### config.mk
export PLATFORM = sky130hd
export DESIGN_NAME = lobm_cell
export DESIGN_NICKNAME = d
export VERILOG_FILES = /design/src/lobm_pkg.sv /design/src/lobm_cell.sv
export SDC_FILE = /design/constraint.sdc
export NUM_CORES = 1
export LEC_CHECK = 0
export BUFFER_PORTS_ARGS = -buffer_cell sky130_fd_sc_hd__buf_2
export CAP_MARGIN = 25
export CORE_ASPECT_RATIO = 0.75
export CORE_MARGIN = 5
export CORE_UTILIZATION = 56
export DETAILED_ROUTE_END_ITERATION = 6
export MAX_ROUTING_LAYER = met4
export PLACE_DENSITY = 0.89
export REMOVE_ABC_BUFFERS = 1
export SETUP_SLACK_MARGIN = 0.1
export SLEW_MARGIN = 20
export SYNTH_ARGS = -nofsm -noshare
export SYNTH_HDL_FRONTEND = slang
export SYNTH_SLANG_ARGS = --single-unit
### constraint.sdc
create_clock -name clk -period 8.9 [get_ports clk]
set_clock_uncertainty 0.15 [all_clocks]
set_input_delay 0.445 -clock clk [delete_from_list [all_inputs] [get_ports clk]]
set_output_delay 0.445 -clock clk [all_outputs]
set_load 0.005 [all_outputs]
### src/lobm_pkg.sv
// Shared types, constants and helpers for the limit order book matcher.
// No dependencies; every other file in src imports this package.
package lobm_pkg;

	localparam int STOCK_COUNT_DEF = 16;
	localparam int BOOK_DEPTH_DEF  = 32;

	localparam int STOCK_W  = 4;
	localparam int TRADER_W = 8;
	localparam int PRICE_W  = 31;
	localparam int AMT_W    = 31;
	localparam int SEQ_W    = 32;
	localparam int SLOT_W   = 6;   // holds any slot number up to the largest depth

	localparam int STOCK_CODES = 1 << STOCK_W;

	localparam int IN_TDATA_W  = 80;
	localparam int OUT_TDATA_W = 144;

	// One resting order in a book slot
	typedef struct packed {
		logic                vld;
		logic [PRICE_W-1:0]  price;
		logic [AMT_W-1:0]    amount;
		logic [TRADER_W-1:0] trader;
		logic [SEQ_W-1:0]    seq;
	} entry_t;

	// Sort key carried along the cell chain
	typedef struct packed {
		logic               vld;
		logic [PRICE_W-1:0] price;
		logic [SEQ_W-1:0]   age;
		logic [SLOT_W-1:0]  idx;
	} key_t;

	// Per-cycle command to every cell of the chain
	typedef struct packed {
		logic clr;
		logic ins;
		logic pop;
	} cell_ctl_t;

	typedef enum logic [2:0] {
		ST_IDLE,
		ST_READ,
		ST_LOAD,
		ST_SORT,
		ST_MATCH,
		ST_CLOSE
	} state_t;

	// Priority of a over b against an incoming order of the given side:
	// better price, then older arrival, then lower slot.
	function automatic logic key_better(input logic is_buy, input key_t a, input key_t b);
		logic res;
		if (a.price != b.price) begin
			res = is_buy ? (a.price < b.price) : (a.price > b.price);
		end else if (a.age != b.age) begin
			res = a.age > b.age;
		end else begin
			res = a.idx < b.idx;
		end
		return res;
	endfunction

endpackage

### src/lobm_cell.sv
// One cell of the insertion-sort chain: keeps the best key seen, passes the other on.
// Depends on lobm_pkg.
module lobm_cell
	import lobm_pkg::*;
(
	input  logic      clk,
	input  logic      arst_n,
	input  cell_ctl_t ctl,
	input  logic      is_buy,
	input  key_t      in_key,   // from left neighbor (or feed)
	input  key_t      nxt_key,  // right neighbor's held key, for pops
	output key_t      held,
	output key_t      pass
);

	logic take;

	// incoming key displaces the held one
	assign take = in_key.vld && (!held.vld || key_better(is_buy, in_key, held));

	always_ff @(posedge clk or negedge arst_n) begin
		if (!arst_n) begin
			held <= '0;
			pass <= '0;
		end else if (ctl.clr) begin
			held.vld <= 1'b0;
			pass.vld <= 1'b0;
		end else if (ctl.ins) begin
			if (take) begin
				held <= in_key;
				pass <= held;
			end else begin
				pass <= in_key;
			end
		end else if (ctl.pop) begin
			held     <= nxt_key;
			pass.vld <= 1'b0;
		end
	end

endmodule

==> results.txt, run 1 <==
Status - complete, no violations
Area contributors post-synth - dfrtp_1 41%, ha_1 9.9%, a211oi_1 6.7%
Worst Hold Path EP - held[69]
Register area - 3500 um2
FF-to-FF path depth - 10
CP cell instances - inv_1, ha_1, nand4_1, nor4_1, nand3_1, and3_1, mux2_4, o21ai_4, buf_4, a311oi_1
Fin nets - 1417
Initial DRC Count - 898
Root cell of the clock tree - clkbuf_16
ANT nets after route - 0
Post-cts gate resize count - 0
CP Buf/Inv Count - 2
Synth Instances - 980
I/O pins - 286
Cell area power density - 225 nW/um2
Worst hold start - ctl[2]
Fill count - 1180
CTS tree - done
Number of remaining DRC errors - 0
Estimated wirelength of the detail-placed design - 18600 um
P_leak - 4.91 nW
Worst Hold Depth - 2
Hold Crit Class - in2reg
Least-Margin Pin Slew - 0.967 ns
Via total after detailed routing - 9096
Clk network pwr share - 27.5%
FF-to-FF Start - held[68]
Max Slew Vio Count - 0
Internal power - 1.51 mW
Peak VDD IR - 0.000130 V
Worst r2r dst - held[20]
Seq pwr share - 37.9%
Fmax achieved - 0.235 GHz
First-pass GRT wire length - 44600 um
Area fraction of the dominant cell type after synthesis - 40.9%
Final Hold Fails - 0
Required @ worst endpoint - 9.00 ns
Syn Area/Cell - 8.73 um2
Finish-stage setup viols - 0
Die Y - 117 um
Register-to-register setup slack - 4.64 ns
Setup Crit Path Kind - reg2reg
Diodes inserted - 0
Chip Width - 153 um
Largest stage delay, worst path - 0.72 ns
Slew headroom - 35.5%
Final WL - 28100 um
Initial antenna violation count - 0
H-tree depth - 4
Startpoint Class - register
Max Root-Sink Buffers - 2
Hold buffer count at CTS - 1
MaxCap Viol Count - 0
CP delay by family, top - simple AND/OR/NAND/NOR gates
Clk slew on worst S/H paths - 0.06 ns
Clk Latency, worst-skew pair - 0.43 ns
Post-Syn Area - 8560 um2
Vias in the first global route - 8557
GPL Wtd Cong - 0.910
Largest net degree at the start of global routing - 87
Yosys reg bits - 140
Final Hold Slack - 0.138 ns
Multi-input logic area - 4470 um2
Peak fanout along the critical path - 70
NetSw - 861 uW
Setup Fix Bufs, Post-CTS - 0
Clock tree sinks - 140
Ys flop type - dfrtp_1
Die Area - 17900 um2
Tcrit/Tclk final - 47.9%
Grt ovf - 0
RSZ-0062 raised after global routing - false
Post-synth top area cell - dfrtp_1
Worst setup EP type - register
Wire length per cell - 19.8 um
Initial Utilization - 56.6%
Sequential area share after synthesis - 40.9%
Asr flop ratio synth - 100%
Total CTS buffers - 17
Synth cell types - 40
Area grow syn2layout - 23.1%
Slowest cell on crit path - buf_4
Power share of the combinational group - 34.6%
Sw frac - 36.3%
# rows - 39
Critical path arrival - 4.35 ns
Post-synth EDFFs - 0
Layout cells sized above 1 - 28.0%
Drt pass-1 iters - 6
Port Buf Inserts - 285
Yosys warning count - 0
Via density - 6.40
Core area - 15100 um2
Setup TNS - 0 ns
All-Layer GR Usage - 31.7%
Fin crit period - 4.26 ns
## sequential cells by signal (all words and copies together) (netlist names)
signal / count
pass: 70
held: 70
## how the worst max path moves through the flow
stage | slack [ns] | end | start | cells after the start
floorplan | 0.40 | held[10] | ctl[2] | 3
global placement | 4.68 | held[67] | in_key[68] | 10
detailed placement | 4.63 | held[20] | in_key[68] | 10
CTS | 4.72 | held[16] | held[68] | 10
global route | 4.47 | held[16] | held[27] | 11
finish | 4.64 | held[20] | held[68] | 10
## worst reg2reg max path, stage by stage, from the launching register on
cell and delay [ns]:
dfrtp_1 0.38, inv_1 0.08, ha_1 0.31, nand4_1 0.14, nor4_1 0.62, nand3_1 0.28
and3_1 0.31, mux2_4 0.56, o21ai_4 0.24, buf_4 0.72, a311oi_1 0.30
## metal layers
layer / part of all wire (%) / up-vias / GRT usage, %
met2: 45 / 654 / 46.8
met3: 12 / 65 / 8.31
met1: 41 / 4281 / 42.9
li1: - / 4096 / -
met5: 0 / - / -
met4: 2.3 / 0 / 10.5
## through the flow
stage          worst slack, ns  util, %  power [mW]  instances  cell area (um2)
6_report                  4.64     69.7        2.37       1421            10500
5_1_grt                   4.47     69.7        2.51       1421            10500
4_1_cts                   4.72     69.7        2.36       1421            10500
3_5_place_dp              4.63     66.1        1.71       1388            10000
3_3_place_gp              4.68     66.0        1.68       1387             9980
2_1_floorplan            0.396        -        1.35        889             8190
## cells by family (layout without fill, tap and decap cells)
family	count (synthesis)	count (layout)	share of synthesized area (%)
adder cells (fa/ha/maj)	68	68	9.94
flip-flops	140	140	40.9
AO/OA/AOI/OAI	334	334	27.3
AND/OR/NAND/NOR	275	275	14.1
multiplexers	2	2	0.292
buffers and inverters	161	397	7.40
## power by group through the flow
stage	clock, mW	combinational (mW)	sequential [mW]
after floorplan	0	0.445	0.901
after global placement	0	0.783	0.900
after CTS	0.650	0.815	0.895
after detailed placement	0	0.809	0.903
after global routing	0.681	0.913	0.915
final	0.651	0.820	0.897
## cells in the final DEF (no fill, tap or decap), drive strengths merged, types with 66 or more instances in the layout
master / instances
a31oi: 69
nor2: 152
dfrtp: 140
inv: 70
buf: 294
nand3: 76
a211oi: 77
ha: 68
o21ai: 80
a311oi: 66
## area by class of cell
class	instances	area share (%)
clock buffer	25	4.61
clock inverter	7	0.380
inverter	70	2.49
multi-input combinational	679	42.4
sequential	140	33.2
tap	205	2.43
timing repair buffer	295	14.4
## synth_stat cells (6+ instances only)
cell type,count
a211oi_1,76
a21oi_1,27
a311oi_1,56
a311oi_2,10
a31oi_1,69
buf_1,6
clkbuf_1,77
dfrtp_1,140
ha_1,68
inv_1,70
nand2_1,16
nand3_1,76
nand4_1,16
nor2_1,152
o21ai_0,79
Note: power is estimated with default switching activity, not from simulation.
==> run 2, diff against run 1 <==
--- a/config.mk
+++ b/config.mk
@@ -9,10 +9,10 @@
 export CAP_MARGIN = 25
 export CORE_ASPECT_RATIO = 0.75
 export CORE_MARGIN = 5
-export CORE_UTILIZATION = 56
+export CORE_UTILIZATION = 52
 export DETAILED_ROUTE_END_ITERATION = 6
 export MAX_ROUTING_LAYER = met4
-export PLACE_DENSITY = 0.89
+export PLACE_DENSITY = 0.84
 export REMOVE_ABC_BUFFERS = 1
 export SETUP_SLACK_MARGIN = 0.1
 export SLEW_MARGIN = 20
==> constraint.sdc (replaced) <==
create_clock -name clk -period 4.45 [get_ports clk]
set_clock_uncertainty 0.15 [all_clocks]
set_input_delay 0.2225 -clock clk [delete_from_list [all_inputs] [get_ports clk]]
set_output_delay 0.2225 -clock clk [all_outputs]
set_load 0.005 [all_outputs]
==> run 2 against run 1 <==
  * Via count increased by 10%
  * Design area rose by 15%
  * Flip-flop and latch count stayed put
  * Total power increased by 120%
  * Critical path type is now in2reg
  * Critical endpoint is now pass[40]
  * Largest cell class unchanged
==> results.txt, run 2 (synthesis gave the netlist of run 1 again) <==
CP delay by family, top - simple AND/OR/NAND/NOR gates
ANT nets after route - 0 (unchanged)
Layout cells sized above 1 - 25.7% (-2.3 points)
Die Y - 121 um (+3.5%)
Slowest cell on crit path - nor4_1
Register-to-register setup slack - 0.42 ns (-4.22 ns)
Core area - 16100 um2 (+6.2%)
Final WL - 32900 um (+17%)
Peak fanout along the critical path - 69 (-1.4%)
Multi-input logic area - 4470 um2 (unchanged)
Cell area after placement - 10100 um2 (+1.0%)
Hold buffer count at CTS - 140 (+139)
Via density - 6.36 (-0.70%)
Initial antenna violation count - 2 (+2)
Setup Fix Bufs, Post-CTS - 0 (unchanged)
Startpoint Class - input port
Register area - 3500 um2 (unchanged)
Least-Margin Pin Slew - 0.919 ns (-0.0479 ns)
Commonest non-fill, non-tap cell in the layout - buf_2
Finished layout cell area - 12200 um2 (+15%)
P_leak - 5.60 nW (+14%)
FF-to-FF Start - held[68]
Worst path depth - 11 (+1)
Via total after detailed routing - 10.0k (+10%)
Worst r2r dst - pass[40]
Area grow syn2layout - 42.0%
Hold Crit Class - in2reg
Clock tree sinks - 140 (unchanged)
Largest stage delay, worst path - 0.70 ns (-0.02 ns)
Initial DRC Count - 1067 (+19%)
Finish-stage setup viols - 0 (unchanged)
Fmax achieved - 0.245 GHz
Die Area - 19200 um2 (+7.1%)
Fill count - 1020 (-14%)
I/O pins - 286 (unchanged)
Placement Setup Slack - 0.676 ns (-3.95 ns)
Wire length per cell - 20.8 um (+5.5%)
Clk Latency, worst-skew pair - 0.43 ns (about the same)
Root cell of the clock tree - clkbuf_16
Chip Width - 158 um (+3.5%)
Cell area power density - 423 nW/um2 (+88%)
Tcrit/Tclk final - 91.8%
CP dominant cell by count - o21ai_0
Drt pass-1 iters - 7 (+1)
Grt ovf - 0 (unchanged)
GPL Wtd Cong - 0.908 (-0.13%)
Estimated wirelength of the detail-placed design - 19200 um (+3.5%)
H-tree depth - 4 (unchanged)
Worst setup EP type - register
Regs by FF count - held x70, pass x70
Commonest cells after routing, fill and taps aside - 284 x buf_2, 152 x nor2_1, 141 x dlygate4sd3_1, 140 x dfrtp_1, 79 x o21ai_0
Slew headroom - 38.7% (+3.2 points)
FF-to-FF path depth - 10 (unchanged)
Max Root-Sink Buffers - 2 (unchanged)
Required @ worst endpoint - 4.63 ns (-4.37 ns)
Post-cts gate resize count - 0 (unchanged)
Worst hold start - in_key[69]
Number of remaining DRC errors - 0 (unchanged)
MaxCap Viol Count - 0 (unchanged)
First-pass GRT wire length - 51200 um (+15%)
All-Layer GR Usage - 34.2% (+2.6 points)
Setup WS post-layout - 0.364 ns (-4.28 ns)
Total CTS buffers - 17 (unchanged)
RSZ-0062 raised after global routing - false
Peak VDD IR - 0.000244 V (+88%)
# rows - 40 (+2.6%)
Setup Crit Path Kind - in2reg
Fin nets - 1563 (+10%)
Largest net degree at the start of global routing - 70 (-20%)
Port Buf Inserts - 285 (unchanged)
Final Hold Fails - 0 (unchanged)
Final Hold Slack - 0.0195 ns (-0.119 ns)
Worst Hold Path EP - pass[69]
CTS tree - done
Max Slew Vio Count - 0 (unchanged)
Worst Hold Depth - 3 (+1)
Fin crit period - 4.09 ns
Status - complete, no violations
Clk slew on worst S/H paths - 0.07 ns (about the same)
Vias in the first global route - 9795 (+14%)
CP cell instances - dlygate4sd3_1, buf_2, ha_1, nand4_1, nor4_1, nand3_1, o21ai_0, and2_2, buf_4, o21ai_0, a31oi_1
Initial Utilization - 53.3% (-3.3 points)
CP Buf/Inv Count - 3 (+1)
Critical path arrival - 4.27 ns (-0.08 ns)
==> run 2: layer usage <==
| layer | global-route usage, % | up-vias | routed length [um] |
|---|---|---|---|
| met5 | - | - | 0 |
| met4 | 17.0 | 0 | 1640 |
| met3 | 8.34 | 153 | 3650 |
| met2 | 50.9 | 788 | 14800 |
| met1 | 43.8 | 4706 | 12800 |
| li1 | - | 4383 | - |
==> run 2: per-stage QoR <==
| step | instances | total power, mW | utilization (%) | setup TNS, ns |
|---|---|---|---|---|
| floorplan | 889 | 2.69 | - | -490.43 |
| global placement | 1398 | 3.39 | 62.8 | 0 |
| detailed placement | 1399 | 3.45 | 62.9 | 0 |
| CTS | 1571 | 5.06 | 75.5 | 0 |
| global route | 1574 | 5.42 | 75.6 | 0 |
| finish | 1578 | 5.14 | 75.7 | 0 |
==> run 2: how the worst max path moves through the flow <==
stage | start | endpoint | slack, ns
floorplan | ctl[2] | held[10] | -3.83
finish | in_key[68] | pass[40] | 0.36
CTS | in_key[68] | pass[58] | 0.62
global route | in_key[68] | pass[40] | 0.32
detailed placement | held[59] | held[4] | 0.68
global placement | held[59] | pass[40] | 0.71
==> run 2: power by group <==
group	leakage, nW	switching, mW	internal (mW)
logic	3.75	1.03	0.784
clock network	0.307	0.582	0.945
registers	1.54	0.219	1.58
total	5.60	1.83	3.31
==> run 2: layout make-up <==
type / instances / share of cell area (%)
Clock inverter: 9 / 1.11
Inverter: 70 / 2.16
Tap cell: 210 / 2.16
Clock buffer: 23 / 4.01
Timing Repair Buffer: 441 / 24.8
Multi-Input combinational cell: 679 / 36.8
Antenna cell: 6 / 0.124
Sequential cell: 140 / 28.8
==> run 2: worst register-to-register path: cells and delay by family, from the launching register on <==
kind            cells  cell delay, ns
flops               1            0.36
buf+inv             2            0.67
simple gates        4            1.46
compound gates      3            0.99
fa+ha+maj           1            0.32
==> run 3, diff against run 2 <==
--- a/config.mk
+++ b/config.mk
@@ -13,6 +13,7 @@
 export DETAILED_ROUTE_END_ITERATION = 6
 export MAX_ROUTING_LAYER = met4
 export PLACE_DENSITY = 0.84
+export RECOVER_POWER = 25
 export REMOVE_ABC_BUFFERS = 1
 export SETUP_SLACK_MARGIN = 0.1
 export SLEW_MARGIN = 20
==> run 3 against run 2 <==
  * The flow now finishes with violations (max-capacitance violations, max-slew violations)
  * Register-to-register slack about the same
  * Hold slack got worse by 0.0027 ns
  * Highest routed layer unchanged
  * Via count decreased by 0.28%
  * Non-clock buffer count unchanged
  * Combinational power about the same
  * Worst setup slack improved by 0.00098 ns
  * Sequential power about the same
==> results.txt, run 3 (synthesis gave the netlist of run 1 again) <==
H-tree depth - 4 (unchanged)
# rows - 40 (unchanged)
CP dominant cell by count - o21ai_0
Area grow syn2layout - 41.7%
Peak VDD IR - 0.000244 V (about the same)
Finish-stage setup viols - 0 (unchanged)
Initial DRC Count - 1073 (+0.56%)
Fin crit period - 4.09 ns (-0.000979 ns)
Via total after detailed routing - 10.0k (-0.28%)
Fill count - 1033 (+1.3%)
ANT nets after route - 0 (unchanged)
Total CTS buffers - 17 (unchanged)
Chip Width - 158 um (unchanged)
Max Root-Sink Buffers - 2 (unchanged)
Final Hold Slack - 0.0168 ns (-0.00272 ns)
Commonest cells after routing, fill and taps aside - 267 x buf_2, 152 x nor2_1, 141 x dlygate4sd3_1, 140 x dfrtp_1, 79 x o21ai_0
Worst setup EP type - register
Fmax achieved - 0.245 GHz (about the same)
Startpoint Class - input port
Wire length per cell - 20.9 um (about the same)
NetSw - 1.84 mW (+0.13%)
CP cell instances - dlygate4sd3_1, buf_2, ha_1, nand4_1, nor4_1, nand3_1, o21ai_0, and2_2, buf_4, o21ai_0, a31oi_1
Seq pwr share - 35.0% (about the same)
Estimated wirelength of the detail-placed design - 19200 um (unchanged)
Setup Fix Bufs, Post-CTS - 0 (unchanged)
Commonest non-fill, non-tap cell in the layout - buf_2
Slew headroom - -104% (-140 points)
Die Area - 19200 um2 (unchanged)
CP delay by family, top - simple AND/OR/NAND/NOR gates
Least-Margin Pin Slew - 3.06 ns (+2.14 ns)
Hold Crit Class - in2reg
Core area - 16100 um2 (unchanged)
Power share of the combinational group - 35.3% (about the same)
Grt ovf - 0 (unchanged)
Internal power - 3.30 mW (-0.27%)
P_leak - 5.55 nW (-0.77%)
All-Layer GR Usage - 34.2% (unchanged)
Regs by FF count - held x70, pass x70
Sw frac - 35.8% (+0.093 points)
Initial antenna violation count - 2 (unchanged)
Setup TNS - 0 ns (unchanged)
Port Buf Inserts - 285 (unchanged)
Fin nets - 1563 (unchanged)
RSZ-0062 raised after global routing - false
Largest net degree at the start of global routing - 70 (unchanged)
Root cell of the clock tree - clkbuf_16
MaxCap Viol Count - 1 (+1)
GPL Wtd Cong - 0.908 (unchanged)
Layout cells sized above 1 - 24.4% (-1.3 points)
Via density - 6.34 (-0.28%)
Critical path arrival - 4.27 ns (about the same)
Clk Latency, worst-skew pair - 0.43 ns (about the same)
Die Y - 121 um (unchanged)
First-pass GRT wire length - 51200 um (unchanged)
Setup Crit Path Kind - in2reg
Peak fanout along the critical path - 69 (unchanged)
Cell area power density - 423 nW/um2 (about the same)
Clock tree sinks - 140 (unchanged)
Max Slew Vio Count - 69 (+69)
Number of remaining DRC errors - 0 (unchanged)
CP Buf/Inv Count - 3 (unchanged)
CTS tree - done
Largest stage delay, worst path - 0.69 ns (about the same)
Drt pass-1 iters - 6 (-1)
Hold buffer count at CTS - 140 (unchanged)
I/O pins - 286 (unchanged)
Tcrit/Tclk final - 91.8% (about the same)
Post-cts gate resize count - 0 (unchanged)
Vias in the first global route - 9795 (unchanged)
Final WL - 32900 um (about the same)
Initial Utilization - 53.3% (unchanged)
Register-to-register setup slack - 0.42 ns (about the same)
Final Hold Fails - 0 (unchanged)
Failing checks - max-capacitance violations, max-slew violations
Status - complete, but fails checks
Required @ worst endpoint - 4.64 ns (about the same)
Slowest cell on crit path - nor4_1
Clk network pwr share - 29.8% (about the same)
Clk slew on worst S/H paths - 0.07 ns (about the same)
==> run 3: changes by cell type in the layout (fill, tap and decap cells not counted) <==
cell and change:
clkbuf_1 +17, buf_2 -17, buf_6 -1, dlygate4sd2_1 +1
==> run 3: power by group through the flow <==
stage          Sequential [mW]  Combinational, mW  Clock (mW)
6_report                  1.80               1.81        1.53
5_1_grt                   1.83               1.99        1.60
4_1_cts                   1.78               1.76        1.53
3_5_place_dp              1.80               1.65           0
3_3_place_gp              1.79               1.60           0
2_1_floorplan             1.80              0.890           0
==> run 3: cell type report <==
type | count | area [um2] | share of cell area [%]
sequential | 140 | 3500 | 28.9
multi-input combinational | 679 | 4470 | 36.8
inverter | 70 | 263 | 2.17
tap | 210 | 263 | 2.17
antenna | 6 | 15.0 | 0.124
timing repair buffer | 441 | 3000 | 24.7
clock buffer | 23 | 488 | 4.02
clock inverter | 9 | 135 | 1.11
==> run 3: tightest hold or removal path: cells and delay by family <==
family | cells | cell delay (ns)
buffers and inverters | 1 | 0.14
AOI/OAI and AO/OA | 1 | 0.11
and+or+nand+nor | 1 | 0.07
==> run 3: final timing paths <==
check                                 from  endpoint  depth (start not counted)
worst max-delay path            in_key[68]  pass[40]                         11
worst min-delay path            in_key[69]  pass[69]                          3
min in group asynchronous           arst_n  pass[15]                          2
worst min register to register    pass[69]  pass[69]                          2
max in group asynchronous           arst_n  held[30]                          3
worst max register to register    held[68]  pass[40]                         10
==> run 3: layer usage <==
metal	GRT usage, %	part of all wire [%]
met5	-	0
met4	17.0	4.6
met3	8.34	11
met2	50.9	45
met1	43.8	39
==> run 3: metrics by stage <==
stage | util (%) | setup WS, ns | power [mW] | cell area [um2] | cells
5_1_grt | 75.5 | 0.317 | 5.41 | 12100 | 1574
2_1_floorplan | - | -3.83 | 2.69 | 8190 | 889
3_5_place_dp | 62.9 | 0.676 | 3.45 | 10100 | 1399
3_3_place_gp | 62.8 | 0.709 | 3.39 | 10100 | 1398
4_1_cts | 75.5 | 0.621 | 5.06 | 12100 | 1571
6_report | 75.5 | 0.365 | 5.13 | 12100 | 1578
